$ cat src/hw/rtl/lamp_mode_arbiter_top_assert.svh
// Assertion macros for the lamp mode arbiter top level.
// Relies on clock and reset being in scope where a macro is used.
`ifndef LAMP_MODE_ARBITER_TOP_ASSERT_SVH
`define LAMP_MODE_ARBITER_TOP_ASSERT_SVH

// Same-cycle implication, masked during reset.
`define LMA_ASSERT_SAME(name, pre, post) \
   name: assert property (@(posedge clock) disable iff (reset) (pre) |-> (post)) \
      else $error("lamp_mode_arbiter assertion failed");

// Next-cycle implication, masked during reset.
`define LMA_ASSERT_NEXT(name, pre, post) \
   name: assert property (@(posedge clock) disable iff (reset) (pre) |=> (post)) \
      else $error("lamp_mode_arbiter assertion failed");

`endif

$ cat src/hw/rtl/lma_pkg.sv
// Shared widths, codes, constants and types of the lamp mode arbiter.
// No dependencies; every other RTL file but the assertion header imports this package.
package lma_pkg;

   localparam int LAMP_COUNT    = 5;
   localparam int SCENE_COUNT   = 5;
   localparam int NUM_MASK_REGS = 5;

   localparam int LAMP_W      = 5;
   localparam int KIND_W      = 3;
   localparam int SRC_W       = 2;
   localparam int SCENE_W     = 3;
   localparam int RAW_MASK_W  = 8;
   localparam int MODE_W      = 2;
   localparam int SECS_W      = 16;
   localparam int OVR_REM_W   = 26;
   localparam int LEFT_W      = 16;
   localparam int REJ_W       = 16;
   localparam int CSR_INDEX_W = 3;

   localparam logic [LAMP_W-1:0] LAMP_TRIM =
      LAMP_W'(((1 << LAMP_COUNT) - 1) & 'h1F);
   localparam logic [LAMP_W-1:0] ALL_ON = LAMP_TRIM & LAMP_W'('h1F);

   localparam logic [SCENE_W-1:0]     SCENE_MAX     = SCENE_W'(SCENE_COUNT);
   localparam logic [SCENE_W-1:0]     MASK_ID_MAX   = SCENE_W'(NUM_MASK_REGS);
   localparam logic [SCENE_W-1:0]     SCENE_BLANK   = SCENE_W'(0);
   localparam logic [SCENE_W-1:0]     SCENE_ALARM   = SCENE_W'(4);
   localparam logic [OVR_REM_W-1:0]   MS_PER_SECOND = OVR_REM_W'(1000);
   localparam logic [OVR_REM_W-1:0]   LEFT_SAT      = OVR_REM_W'('hFFFF);
   localparam logic [CSR_INDEX_W-1:0] CSR_INDEX_END = CSR_INDEX_W'(NUM_MASK_REGS);

   typedef enum logic [KIND_W-1:0] {
      KIND_SCENE    = 3'd0,
      KIND_BITS     = 3'd1,
      KIND_SET_MODE = 3'd2,
      KIND_OVERRIDE = 3'd3,
      KIND_TICK     = 3'd4
   } lma_kind_type;

   typedef enum logic [SRC_W-1:0] {
      SRC_LOCAL    = 2'd0,
      SRC_REMOTE   = 2'd1,
      SRC_SCHEDULE = 2'd2
   } lma_source_type;

   typedef enum logic [MODE_W-1:0] {
      MODE_MANUAL    = 2'd0,
      MODE_SMART     = 2'd1,
      MODE_EMERGENCY = 2'd2
   } lma_mode_type;

   typedef logic [LAMP_W-1:0] lma_mask_type;
   typedef lma_mask_type [NUM_MASK_REGS-1:0] lma_masks_type;

   // Scene 1 sits in the lowest slot.
   localparam lma_masks_type SCENE_MASK_RESET = {5'd0, 5'd31, 5'd1, 5'd5, 5'd31};

   typedef struct packed {
      logic [KIND_W-1:0]     kind;
      logic [SRC_W-1:0]      source;
      logic [SCENE_W-1:0]    scene_id;
      logic [RAW_MASK_W-1:0] lamp_mask;
      logic [MODE_W-1:0]     new_mode;
      logic [SECS_W-1:0]     override_seconds;
   } lma_req_type;

   typedef struct packed {
      logic        valid;
      lma_req_type req;
   } lma_stage_type;

   typedef struct packed {
      logic               accepted;
      logic [LAMP_W-1:0]  lamp_bits;
      logic [MODE_W-1:0]  current_mode;
      logic [SCENE_W-1:0] active_scene;
      logic               override_on;
      logic [LEFT_W-1:0]  override_left_ms;
      logic [REJ_W-1:0]   reject_total;
   } lma_rsp_type;

endpackage

$ cat src/hw/rtl/lma_if.sv
// Request, response and register-write channel interfaces.
// Depends on lma_pkg for field widths.
interface lma_req_if;
   import lma_pkg::*;
   logic                  valid;
   logic                  ready;
   logic [KIND_W-1:0]     kind;
   logic [SRC_W-1:0]      origin;
   logic [SCENE_W-1:0]    scene_id;
   logic [RAW_MASK_W-1:0] lamp_mask;
   logic [MODE_W-1:0]     new_mode;
   logic [SECS_W-1:0]     override_seconds;

   modport source (output valid, kind, origin, scene_id, lamp_mask, new_mode,
                   override_seconds, input ready);
   modport sink (input valid, kind, origin, scene_id, lamp_mask, new_mode,
                 override_seconds, output ready);
endinterface

interface lma_rsp_if;
   import lma_pkg::*;
   logic               valid;
   logic               ready;
   logic               accepted;
   logic [LAMP_W-1:0]  lamp_bits;
   logic [MODE_W-1:0]  current_mode;
   logic [SCENE_W-1:0] active_scene;
   logic               override_on;
   logic [LEFT_W-1:0]  override_left_ms;
   logic [REJ_W-1:0]   reject_total;

   modport source (output valid, accepted, lamp_bits, current_mode, active_scene,
                   override_on, override_left_ms, reject_total, input ready);
   modport sink (input valid, accepted, lamp_bits, current_mode, active_scene,
                 override_on, override_left_ms, reject_total, output ready);
endinterface

interface lma_csr_if;
   import lma_pkg::*;
   logic                   valid;
   logic                   ready;
   logic [CSR_INDEX_W-1:0] index;
   logic [LAMP_W-1:0]      data;

   modport source (output valid, index, data, input ready);
   modport sink (input valid, index, data, output ready);
endinterface

$ cat src/hw/rtl/lamp_mode_arbiter_top.sv
// A request transaction, once taken, passes the input register and then the
// result register fed by the arbitration logic.
// Throughput: one transaction per cycle, held back only by a stalled result.
// Reset clears mode, scene, lamps, override window and reject counter and
// restores the scene masks; no clearing pass, the block is ready right away.
// Depends on lma_pkg, lma_if, lma_csr_regs, lma_in_reg, lma_engine.
module lamp_mode_arbiter_top (
   input  logic      clock,
   input  logic      reset,
   lma_req_if.sink   req_chan,
   lma_rsp_if.source rsp_chan,
   lma_csr_if.sink   csr_chan
);
   import lma_pkg::*;

`include "lamp_mode_arbiter_top_assert.svh"

   lma_masks_type masks;
   lma_stage_type stage;
   logic          take;

   lma_csr_regs u_csr_regs (
      .clock    (clock),
      .reset    (reset),
      .csr_chan (csr_chan),
      .masks    (masks)
   );

   lma_in_reg u_in_reg (
      .clock    (clock),
      .reset    (reset),
      .req_chan (req_chan),
      .take     (take),
      .stage    (stage)
   );

   lma_engine u_engine (
      .clock    (clock),
      .reset    (reset),
      .stage    (stage),
      .masks    (masks),
      .take     (take),
      .rsp_chan (rsp_chan)
   );

   `LMA_ASSERT_NEXT(a_take_fills_rsp, take, rsp_chan.valid)
   `LMA_ASSERT_SAME(a_no_take_on_stall, rsp_chan.valid && !rsp_chan.ready, !take)
   `LMA_ASSERT_NEXT(a_tick_not_accepted, take && (stage.req.kind == KIND_TICK), !rsp_chan.accepted)
   `LMA_ASSERT_SAME(a_closed_window_zero, rsp_chan.valid && !rsp_chan.override_on,
                    rsp_chan.override_left_ms == '0)

endmodule

$ cat src/hw/rtl/lma_csr_regs.sv
// Scene mask registers written through the register-write channel.
// Depends on lma_pkg and lma_csr_if.
module lma_csr_regs (
   input  logic                   clock,
   input  logic                   reset,
   lma_csr_if.sink                csr_chan,
   output lma_pkg::lma_masks_type masks
);
   import lma_pkg::*;

   lma_masks_type masks_ff;
   lma_masks_type masks_in;

   assign csr_chan.ready = 1'b1;

   always_comb begin
      masks_in = masks_ff;
      // Drop writes beyond the mask registers.
      if (csr_chan.valid && (csr_chan.index < CSR_INDEX_END)) begin
         masks_in[csr_chan.index] = csr_chan.data;
      end
   end

   always_ff @(posedge clock) begin
      if (reset) begin
         masks_ff <= SCENE_MASK_RESET;
      end else begin
         masks_ff <= masks_in;
      end
   end

   assign masks = masks_ff;

endmodule

$ cat src/hw/rtl/lma_in_reg.sv
// Input register: captures one request transaction and holds it for the engine.
// Depends on lma_pkg and lma_req_if.
module lma_in_reg (
   input  logic                   clock,
   input  logic                   reset,
   lma_req_if.sink                req_chan,
   input  logic                   take,
   output lma_pkg::lma_stage_type stage
);
   import lma_pkg::*;

   logic        valid_ff;
   logic        valid_in;
   lma_req_type req_ff;
   logic        load;

   assign req_chan.ready = !valid_ff || take;
   assign load           = req_chan.valid && req_chan.ready;

   always_comb begin
      valid_in = valid_ff;
      if (load) begin
         valid_in = 1'b1;
      end else if (take) begin
         valid_in = 1'b0;
      end
   end

   always_ff @(posedge clock) begin
      if (reset) begin
         valid_ff <= 1'b0;
      end else begin
         valid_ff <= valid_in;
      end
   end

   always_ff @(posedge clock) begin
      if (load) begin
         req_ff.kind             <= req_chan.kind;
         req_ff.source           <= req_chan.origin;
         req_ff.scene_id         <= req_chan.scene_id;
         req_ff.lamp_mask        <= req_chan.lamp_mask;
         req_ff.new_mode         <= req_chan.new_mode;
         req_ff.override_seconds <= req_chan.override_seconds;
      end
   end

   assign stage.valid = valid_ff;
   assign stage.req   = req_ff;

endmodule

$ cat src/hw/rtl/lma_engine.sv
// Arbitration engine: mode, scene, lamp, override and reject state plus
// the result register. Depends on lma_pkg and lma_rsp_if.
module lma_engine (
   input  logic                   clock,
   input  logic                   reset,
   input  lma_pkg::lma_stage_type stage,
   input  lma_pkg::lma_masks_type masks,
   output logic                   take,
   lma_rsp_if.source              rsp_chan
);
   import lma_pkg::*;

   lma_mode_type         mode_ff, mode_in;
   logic [SCENE_W-1:0]   scene_ff, scene_in;
   logic [LAMP_W-1:0]    bits_ff, bits_in;
   logic                 ovr_flag_ff, ovr_flag_in;
   logic [OVR_REM_W-1:0] ovr_rem_ff, ovr_rem_in;
   logic [REJ_W-1:0]     rej_ff, rej_in;
   logic                 rsp_valid_ff, rsp_valid_in;
   lma_rsp_type          rsp_data_ff, rsp_data_in;

   logic                 src_ok;
   logic                 acc;
   logic [LAMP_W-1:0]    scene_mask;
   logic [OVR_REM_W-1:0] rem_dec;
   logic [SCENE_W-1:0]   mask_index;

   assign take = stage.valid && (!rsp_valid_ff || rsp_chan.ready);

   always_comb begin
      unique case (mode_ff)
         MODE_EMERGENCY: src_ok = (stage.req.source == SRC_LOCAL);
         MODE_MANUAL:    src_ok = (stage.req.source != SRC_SCHEDULE);
         MODE_SMART:     src_ok = (stage.req.source == SRC_LOCAL) ||
                                  (stage.req.source == SRC_SCHEDULE) ||
                                  ((stage.req.source == SRC_REMOTE) && ovr_flag_ff);
         default:        src_ok = 1'b0;
      endcase
   end

   // Scene IDs past the mask registers light nothing.
   assign mask_index = stage.req.scene_id - SCENE_W'(1);
   always_comb begin
      scene_mask = '0;
      if ((stage.req.scene_id != SCENE_BLANK) && (stage.req.scene_id <= MASK_ID_MAX)) begin
         scene_mask = masks[mask_index] & LAMP_TRIM;
      end
   end

   assign rem_dec = (ovr_rem_ff != '0) ? (ovr_rem_ff - OVR_REM_W'(1)) : ovr_rem_ff;

   always_comb begin
      mode_in     = mode_ff;
      scene_in    = scene_ff;
      bits_in     = bits_ff;
      ovr_flag_in = ovr_flag_ff;
      ovr_rem_in  = ovr_rem_ff;
      rej_in      = rej_ff;
      acc         = 1'b0;

      unique case (stage.req.kind)
         KIND_SCENE: begin
            if (!src_ok || (stage.req.scene_id == SCENE_BLANK) ||
                (stage.req.scene_id > SCENE_MAX)) begin
               rej_in = rej_ff + REJ_W'(1);
            end else begin
               scene_in = stage.req.scene_id;
               bits_in  = scene_mask;
               acc      = 1'b1;
            end
         end
         KIND_BITS: begin
            if (!src_ok) begin
               rej_in = rej_ff + REJ_W'(1);
            end else begin
               scene_in = SCENE_BLANK;
               bits_in  = stage.req.lamp_mask[LAMP_W-1:0] & LAMP_TRIM;
               acc      = 1'b1;
            end
         end
         KIND_SET_MODE: begin
            if ((stage.req.new_mode == MODE_MANUAL) || (stage.req.new_mode == MODE_SMART) ||
                (stage.req.new_mode == MODE_EMERGENCY)) begin
               acc = 1'b1;
               if (stage.req.new_mode != mode_ff) begin
                  mode_in = lma_mode_type'(stage.req.new_mode);
                  if (stage.req.new_mode == MODE_EMERGENCY) begin
                     scene_in = SCENE_ALARM;
                     bits_in  = ALL_ON;
                  end else begin
                     ovr_flag_in = 1'b0;
                     ovr_rem_in  = '0;
                  end
               end
            end
         end
         KIND_OVERRIDE: begin
            if (mode_ff == MODE_SMART) begin
               acc = 1'b1;
               if (stage.req.override_seconds == '0) begin
                  ovr_flag_in = 1'b0;
                  ovr_rem_in  = '0;
               end else begin
                  ovr_flag_in = 1'b1;
                  ovr_rem_in  = OVR_REM_W'(stage.req.override_seconds) * MS_PER_SECOND;
               end
            end
         end
         KIND_TICK: begin
            // Count the window down and close it on reaching zero.
            if (ovr_flag_ff) begin
               ovr_rem_in = rem_dec;
               if (rem_dec == '0) begin
                  ovr_flag_in = 1'b0;
               end
            end
            if (mode_ff == MODE_EMERGENCY) begin
               bits_in = ALL_ON;
            end
         end
         default: begin
         end
      endcase
   end

   always_comb begin
      rsp_data_in.accepted         = acc;
      rsp_data_in.lamp_bits        = bits_in;
      rsp_data_in.current_mode     = mode_in;
      rsp_data_in.active_scene     = scene_in;
      rsp_data_in.override_on      = ovr_flag_in;
      rsp_data_in.override_left_ms = '0;
      if (ovr_flag_in) begin
         rsp_data_in.override_left_ms = (ovr_rem_in > LEFT_SAT) ? LEFT_SAT[LEFT_W-1:0]
                                                                : ovr_rem_in[LEFT_W-1:0];
      end
      rsp_data_in.reject_total     = rej_in;
   end

   always_comb begin
      rsp_valid_in = rsp_valid_ff;
      if (take) begin
         rsp_valid_in = 1'b1;
      end else if (rsp_chan.ready) begin
         rsp_valid_in = 1'b0;
      end
   end

   always_ff @(posedge clock) begin
      if (reset) begin
         mode_ff      <= MODE_MANUAL;
         scene_ff     <= SCENE_BLANK;
         bits_ff      <= '0;
         ovr_flag_ff  <= 1'b0;
         ovr_rem_ff   <= '0;
         rej_ff       <= '0;
         rsp_valid_ff <= 1'b0;
      end else begin
         rsp_valid_ff <= rsp_valid_in;
         if (take) begin
            mode_ff     <= mode_in;
            scene_ff    <= scene_in;
            bits_ff     <= bits_in;
            ovr_flag_ff <= ovr_flag_in;
            ovr_rem_ff  <= ovr_rem_in;
            rej_ff      <= rej_in;
         end
      end
   end

   always_ff @(posedge clock) begin
      if (take) begin
         rsp_data_ff <= rsp_data_in;
      end
   end

   assign rsp_chan.valid            = rsp_valid_ff;
   assign rsp_chan.accepted         = rsp_data_ff.accepted;
   assign rsp_chan.lamp_bits        = rsp_data_ff.lamp_bits;
   assign rsp_chan.current_mode     = rsp_data_ff.current_mode;
   assign rsp_chan.active_scene     = rsp_data_ff.active_scene;
   assign rsp_chan.override_on      = rsp_data_ff.override_on;
   assign rsp_chan.override_left_ms = rsp_data_ff.override_left_ms;
   assign rsp_chan.reject_total     = rsp_data_ff.reject_total;

endmodule
$ cat src/flat_wrapper.sv
// flat-port wrapper written by rule: the top's interface ports become plain ports
module lamp_mode_arbiter_top_flat import lma_pkg::*;
  (clock, reset, req_chan_valid, req_chan_kind, req_chan_origin, req_chan_scene_id, req_chan_lamp_mask, req_chan_new_mode, req_chan_override_seconds, req_chan_ready, rsp_chan_valid, rsp_chan_accepted, rsp_chan_lamp_bits, rsp_chan_current_mode, rsp_chan_active_scene, rsp_chan_override_on, rsp_chan_override_left_ms, rsp_chan_reject_total, rsp_chan_ready, csr_chan_valid, csr_chan_index, csr_chan_data, csr_chan_ready);
  lma_req_if req_chan_i ();
  lma_rsp_if rsp_chan_i ();
  lma_csr_if csr_chan_i ();
  input  logic clock;
  input  logic reset;
  input wire logic [$bits(req_chan_i.valid)-1:0] req_chan_valid;
  input wire logic [$bits(req_chan_i.kind)-1:0] req_chan_kind;
  input wire logic [$bits(req_chan_i.origin)-1:0] req_chan_origin;
  input wire logic [$bits(req_chan_i.scene_id)-1:0] req_chan_scene_id;
  input wire logic [$bits(req_chan_i.lamp_mask)-1:0] req_chan_lamp_mask;
  input wire logic [$bits(req_chan_i.new_mode)-1:0] req_chan_new_mode;
  input wire logic [$bits(req_chan_i.override_seconds)-1:0] req_chan_override_seconds;
  output wire logic [$bits(req_chan_i.ready)-1:0] req_chan_ready;
  output wire logic [$bits(rsp_chan_i.valid)-1:0] rsp_chan_valid;
  output wire logic [$bits(rsp_chan_i.accepted)-1:0] rsp_chan_accepted;
  output wire logic [$bits(rsp_chan_i.lamp_bits)-1:0] rsp_chan_lamp_bits;
  output wire logic [$bits(rsp_chan_i.current_mode)-1:0] rsp_chan_current_mode;
  output wire logic [$bits(rsp_chan_i.active_scene)-1:0] rsp_chan_active_scene;
  output wire logic [$bits(rsp_chan_i.override_on)-1:0] rsp_chan_override_on;
  output wire logic [$bits(rsp_chan_i.override_left_ms)-1:0] rsp_chan_override_left_ms;
  output wire logic [$bits(rsp_chan_i.reject_total)-1:0] rsp_chan_reject_total;
  input wire logic [$bits(rsp_chan_i.ready)-1:0] rsp_chan_ready;
  input wire logic [$bits(csr_chan_i.valid)-1:0] csr_chan_valid;
  input wire logic [$bits(csr_chan_i.index)-1:0] csr_chan_index;
  input wire logic [$bits(csr_chan_i.data)-1:0] csr_chan_data;
  output wire logic [$bits(csr_chan_i.ready)-1:0] csr_chan_ready;
  assign req_chan_i.valid = req_chan_valid;
  assign req_chan_i.kind = req_chan_kind;
  assign req_chan_i.origin = req_chan_origin;
  assign req_chan_i.scene_id = req_chan_scene_id;
  assign req_chan_i.lamp_mask = req_chan_lamp_mask;
  assign req_chan_i.new_mode = req_chan_new_mode;
  assign req_chan_i.override_seconds = req_chan_override_seconds;
  assign req_chan_ready = req_chan_i.ready;
  assign rsp_chan_valid = rsp_chan_i.valid;
  assign rsp_chan_accepted = rsp_chan_i.accepted;
  assign rsp_chan_lamp_bits = rsp_chan_i.lamp_bits;
  assign rsp_chan_current_mode = rsp_chan_i.current_mode;
  assign rsp_chan_active_scene = rsp_chan_i.active_scene;
  assign rsp_chan_override_on = rsp_chan_i.override_on;
  assign rsp_chan_override_left_ms = rsp_chan_i.override_left_ms;
  assign rsp_chan_reject_total = rsp_chan_i.reject_total;
  assign rsp_chan_i.ready = rsp_chan_ready;
  assign csr_chan_i.valid = csr_chan_valid;
  assign csr_chan_i.index = csr_chan_index;
  assign csr_chan_i.data = csr_chan_data;
  assign csr_chan_ready = csr_chan_i.ready;
  lamp_mode_arbiter_top u_core (.clock(clock), .reset(reset), .req_chan(req_chan_i), .rsp_chan(rsp_chan_i), .csr_chan(csr_chan_i));
endmodule
$ cat config.mk
export PLATFORM = sky130hd
export DESIGN_NAME = lamp_mode_arbiter_top_flat
export DESIGN_NICKNAME = d
export VERILOG_FILES = /design/src/hw/rtl/lma_pkg.sv /design/src/hw/rtl/lma_if.sv /design/src/hw/rtl/lamp_mode_arbiter_top.sv /design/src/hw/rtl/lma_csr_regs.sv /design/src/hw/rtl/lma_in_reg.sv /design/src/hw/rtl/lma_engine.sv /design/src/flat_wrapper.sv
export VERILOG_INCLUDE_DIRS = /design/src /design/src/hw/rtl
export SDC_FILE = /design/constraint.sdc
export NUM_CORES = 1
export LEC_CHECK = 0
export ABC_CLOCK_PERIOD_IN_PS = 7200
export BUFFER_PORTS_ARGS = -buffer_cell sky130_fd_sc_hd__buf_2
export CELL_PAD_IN_SITES_DETAIL_PLACEMENT = 1
export CELL_PAD_IN_SITES_GLOBAL_PLACEMENT = 2
export CORE_MARGIN = 1.5
export CORE_UTILIZATION = 39
export DETAILED_ROUTE_END_ITERATION = 6
export GPL_TIMING_DRIVEN = 0
export PLACE_DENSITY_LB_ADDON = 0.1
export SLEW_MARGIN = 20
export SYNTH_ARGS = -nofsm -noshare
export SYNTH_HDL_FRONTEND = slang
export SYNTH_SLANG_ARGS = --single-unit
$ cat constraint.sdc
create_clock -name clock -period 7.2 [get_ports clock]
set_input_delay 1.08 -clock clock [delete_from_list [all_inputs] [get_ports clock]]
set_output_delay 1.08 -clock clock [all_outputs]
set_load 0.005 [all_outputs]
Yosys cells after proc, flatten, opt, wreduce, memory -nomap -nowiden
Index checks and enable logic that the tools add are counted.
Word-level totals
  output and inout port bits: 47
  latch bits: 0
  bits in writable memories: 0
  memories: 0
  bits in read-only memories: 0
  bits in registers: 155
Operators by class
  $lt $le $gt $ge: 7
  reduce and logical (&&, ||, !) cells: 28
  muxes and demuxes: 52
  multipliers: 1
  eq/ne operators: 12
  $add $sub $neg: 3
  divide/modulo/power cells: 0
  bitwise gates (word level): 0
  shift-type cells: 0
Operator list (count)
  $mux W26: 7
  $pmux W26 S3: 1
  $mux W16: 3
  $mux W5: 9
  $pmux W16 S2: 1
  $gt A26 B16 Y1 const B: 1
  $logic_not A26 Y1: 1
  $reduce_bool A26 Y1: 1
  $sub A26 B1 Y26 const B: 1
  $bwmux W25: 1
  $mul A16 B7 Y23 const B: 1
  $pmux W5 S4: 1
  $add A16 B1 Y16 const B: 1
  $logic_not A16 Y1: 1
  $bmux W5 S3: 1
  $demux W5 S3: 1
  $mux W1: 15
  $mux W3: 5
  $pmux W3 S3: 1
  $logic_or A1 B1 Y1: 8
  $lt A3 B4 Y1 const B: 2
  $eq A2 B1 Y1 const B: 3
  $eq A2 B2 Y1 const B: 3
  $eq A3 B2 Y1 const B: 2
  18 further kinds: 32

Longest topological paths before layout
  word-level depth: 9
  mapped depth: 20
  mapped depth without buffers: 18

Hierarchy
Synthesis repeated with hierarchy kept, for this count alone.
Unflattened totals
  cell total of the unflattened synthesis: 1158
  area, all modules: 10991.8 µm²
By module, submodules not included
  lma_engine: cells each 1019, instances 1, area each 8873.5 µm²
  lma_in_reg: cells each 40, instances 1, area each 1083.5 µm²
  lma_csr_regs: cells each 99, instances 1, area each 1034.7 µm²

Worst setup path after synthesis
No wires, ideal clock.
  path type: reg2reg
  from: register u_core.u_in_reg.req_ff, in the netlist u_core.u_in_reg.stage[10]
  to: register u_core.u_engine.rsp_data_ff, in the netlist u_core.u_engine.rsp_chan.override_left_ms[10], data pin
  clock period less this slack: 5.301 ns
  data arrival time: 5.018 ns
  library setup time: 0.283 ns
  cell stages (with the launch flop): 20
  setup slack: 1.899 ns
  path through: edfxtp_1 inv_1 fa_1 fa_1 inv_1 fa_1 inv_1 fa_1 inv_1 ha_1 and2_1 a31o_2 a2111oi_0 nor3_1 mux2i_1 a2111oi_4 and4bb_1 buf_6 buf_12 a41oi_2
On the way
  cells in the longest elaborated chain, start to end: 6
  elaborated cells on any way between the ends: 10
  those cells by class: 1 x mul; 1 x order compare; 7 x mux; 1 x reduce/logical
RTL lines
  start, declared: line lma_in_reg.sv:14  | lma_req_type req_ff;
  $mul A16 B7 Y23 or $logic_not A16 Y1 (tied branches): line lma_engine.sv:105, lma_engine.sv:100
  $mux W26: line lma_engine.sv:100  | if (stage.req.override_seconds == '0) begin
  $mux W26: line lma_engine.sv:98  | if (mode_ff == MODE_SMART) begin
  $pmux W26 S3: line lma_engine.sv:61  | unique case (stage.req.kind)
  $gt A26 B16 Y1: line lma_engine.sv:134  | rsp_data_in.override_left_ms = (ovr_rem_in > LEFT_SAT) ? LEFT_SAT[LEFT_W-1:0]
  $mux W16: line lma_engine.sv:134
  end signal, assigned: line lma_engine.sv:173  | rsp_data_ff <= rsp_data_in;
  end, declared: line lma_engine.sv:20  | lma_rsp_type rsp_data_ff, rsp_data_in;
Parallel ways exist; a longest one is shown, timed or not.
A chain may end at the register's enable or synchronous reset.

Worst setup path after layout
  from: register u_core.u_in_reg.req_ff, in the netlist u_core.u_in_reg.stage[3]
  to: register u_core.u_engine.rsp_data_ff, in the netlist u_core.u_engine.rsp_chan.override_left_ms[3], data pin
Same word-level chain as after synthesis.

==> results.tsv <==
metric	value	unit
fin_crit_sh	88.8	%
path_cells	inv_1 -> fa_1 -> fa_1 -> fa_1 -> fa_1 -> inv_1 -> ha_1 -> a21oi_1 -> nor3b_1 -> a21oi_1 -> o31ai_1 -> nand3_1 -> a21oi_1 -> inv_1 -> clkbuf_1 -> a41oi_1	
antenna_found_initial	0	
ys_top_cells_by_area	edfxtp_1, dfxtp_1, fa_1	
path_max_fanout	10	
syn_inst	1137	
slew_violations	0	
setup_viol	0	
ctsHoldBuffers	0	
async_reset_ff_share	0	%
netlist_area	10900	um^2
yosys_warnings	0	
cts_max_level	4	
vias_per_cell	5.49	
r2r_slack	800	ps
drtIter0Drc	487	
dp_hpwl	25.0	mm
drive_gt1_share	14.3	%
worstSetupPathType	reg -> reg	
cts_root_buf	clkbuf_16	
antenna_left	0	
start_kind	flop	
synth_top_area_cell	edfxtp_1	
grt_overflow_total	0	
ir_worst_vdd	0.138	mV
rsz0062_at_grt	no	
avgSynthCellArea	9.57	um^2
power_density	274	nW/um^2
dieHeight	170	um
post_cts_buffers	0	
yosysSeqAreaShare	35.4	%
outcome	completed	
hold_violations	0	
yosysTopAreaCellShare	20.7	%
grt_max_degree	54	
min_period	6400	ps
setup_tns	0	ps
p_leak	4.94	nW
slew_headroom	28.9	%
fmax	0.156	GHz
final.fill_count	3164	
grt_usage	23.6	%
clkLatencyLatePin	440	ps
path_clk_slew	80	ps
slowest_delay	840	ps
crit_path_frequent_cell	fa_1	
worstRegToRegCells	16	
dr_total_vias	8960	
clock-skew-final	11.5	ps
coreArea	27200	um^2
nets	1412	
hp-start	u_core.u_engine.scene_ff[2]	
min_to	u_core.u_engine.scene_ff[2]	
grt_pass1_vias	9294	
cp.required	7460	ps
area_delta_synth_final	14.2	%
synth_ff_type	dfxtp_1	
remaining_drc_errors	0	
io_pins	94	
synth_nets	1303	
cts_buffers	17	
ys_ff_latch	155	
synth_cell_types	86	
crit_path_end_kind	flop	
initial_core_util	40.0	%
r2r-start	u_core.u_in_reg.stage[3]	
tightestPinTransition	1070	ps
post-route-util	45.7	%
rr_endpoint	u_core.u_engine.rsp_chan.override_left_ms[3]	
gp_congestion	0.888	
synth_edf_count	75	
antenna_cells	0	
routed_wl	32.5	mm
die_x	170	um
min_path_type	reg -> reg	
hold_depth	2	
cts_tree	done	
synth.most_common_cell	nor2_1	
clock_sinks	155	
yosys-top-cells-count	nor2_1, inv_1, dfxtp_1, nand2_1, edfxtp_1	
die-area	28900	um^2
rows	60	
wire_per_inst	19.9	um
clockBufferDepth	2	
ctsResizeCount	0	
first_pass_iters	5	
cp.arrival	6660	ps
crit_slowest_cell	a21oi_1	
cap_violations	0	
port_buffers	88	
grt_pass1_wl	52.0	mm
==> metal layers <==
metal / track usage, % / up-vias / wire (um) / share of wire [%]
li1: - / 4294 / - / -
met1: 32.9 / 4454 / 15900 / 49
met2: 37.8 / 181 / 14600 / 45
met3: 3.30 / 31 / 1290 / 4.0
met4: 7.00 / 0 / 656 / 2.0
met5: 0 / - / 0 / 0
==> flip-flops by register name (all words and copies together), names as in the netlist, 2 cells and up <==
signal                                     count
u_core.u_engine.rsp_chan.reject_total         16
u_core.u_engine.bits_ff                        5
u_core.u_engine.ovr_rem_ff                    26
u_core.u_engine.mode_ff                        2
u_core.u_engine.scene_ff                       3
u_core.u_engine.rsp_chan.active_scene          3
u_core.u_csr_regs.masks                       25
u_core.u_engine.rej_ff                        16
u_core.u_in_reg.stage                         31
u_core.u_engine.rsp_chan.lamp_bits             5
u_core.u_engine.rsp_chan.current_mode          2
u_core.u_engine.rsp_chan.override_left_ms     16
==> power breakdown <==
part	switching (mW)	internal (mW)	total (mW)
clock	0.434	0.467	0.901
sequential	0.0326	0.964	0.997
combinational	0.919	0.582	1.50
==> kinds of logic (layout without fill, tap and decap cells) <==
group / after synthesis / count (layout) / share of synthesized area (%)
AOI/OAI and AO/OA: 250 / 250 / 16.7
and+or+nand+nor: 389 / 389 / 18.2
other: 1 / 1 / 0.0345
buffers and inverters: 153 / 275 / 5.81
xor gates and xnor gates: 49 / 49 / 3.95
DFF: 155 / 155 / 35.4
adders and majority gates: 119 / 119 / 17.4
muxes: 21 / 21 / 2.52
==> worst max path at each step <==
stage,slack (ps),cells past startpoint,end,start
after CTS,850,16,u_core.u_engine.rsp_chan.override_left_ms[3],u_core.u_in_reg.stage[3]
after global placement,1040,16,u_core.u_engine.rsp_chan.override_left_ms[6],u_core.u_in_reg.stage[3]
after global routing,350,16,u_core.u_engine.rsp_chan.override_left_ms[3],u_core.u_in_reg.stage[3]
final,800,16,u_core.u_engine.rsp_chan.override_left_ms[3],u_core.u_in_reg.stage[3]
after floorplan,1900,19,u_core.u_engine.rsp_chan.override_left_ms[10],u_core.u_in_reg.stage[10]
after detailed placement,920,16,u_core.u_engine.rsp_chan.override_left_ms[3],u_core.u_in_reg.stage[3]
==> critical path: cells and delay by family (launching register included) <==
| family | cells | cell delay (ps) |
|---|---|---|
| AND/OR/NAND/NOR | 2 | 510 |
| adder cells (fa/ha/maj) | 5 | 2330 |
| flip-flops | 1 | 490 |
| buffers and inverters | 4 | 770 |
| AO/OA/AOI/OAI | 5 | 2110 |
==> placed cells by master (no fill, tap or decap), drive strengths merged, types with 7 or more instances in the layout <==
cell and count:
nor2 130, inv 107, buf 105, dfxtp 80, nand2 78, edfxtp 75, ha 65, clkbuf 59
fa 54, a21oi 46, o21ai 42, nor3 34, nand3 33, a211oi 30, xor2 26, xnor2 23
nor2b 19, nor4 17, a211o 16, mux2i 15, nand2b 14, nand4 14, a41oi 14, a21o 12
a31oi 12, a221oi 8, o211ai 8, and3 7, o31ai 7, and2 7, nor3b 7
==> cell type report <==
class,instances,area [um^2],area share [%]
plain buffers,55,268,2.16
inverters,98,368,2.96
well taps,372,465,3.75
clock inverters,13,124,0.998
clock buffers,19,443,3.57
repair buffers,90,488,3.93
flip-flops and latches,155,3850,31.0
multi-input cells,829,6410,51.6
==> through the flow <==
stage | setup WS (ps) | instances | hold WS (ps) | area, um^2 | power, mW
2_1_floorplan | 1900 | 1137 | 432 | 10900 | 2.12
3_3_place_gp | 1040 | 1597 | 455 | 11800 | 2.48
3_5_place_dp | 923 | 1599 | 458 | 11800 | 2.51
4_1_cts | 845 | 1631 | 472 | 12400 | 3.43
5_1_grt | 354 | 1631 | 495 | 12400 | 3.66
6_report | 804 | 1631 | 477 | 12400 | 3.40
No activity file was read; power rests on OpenSTA's default activity.
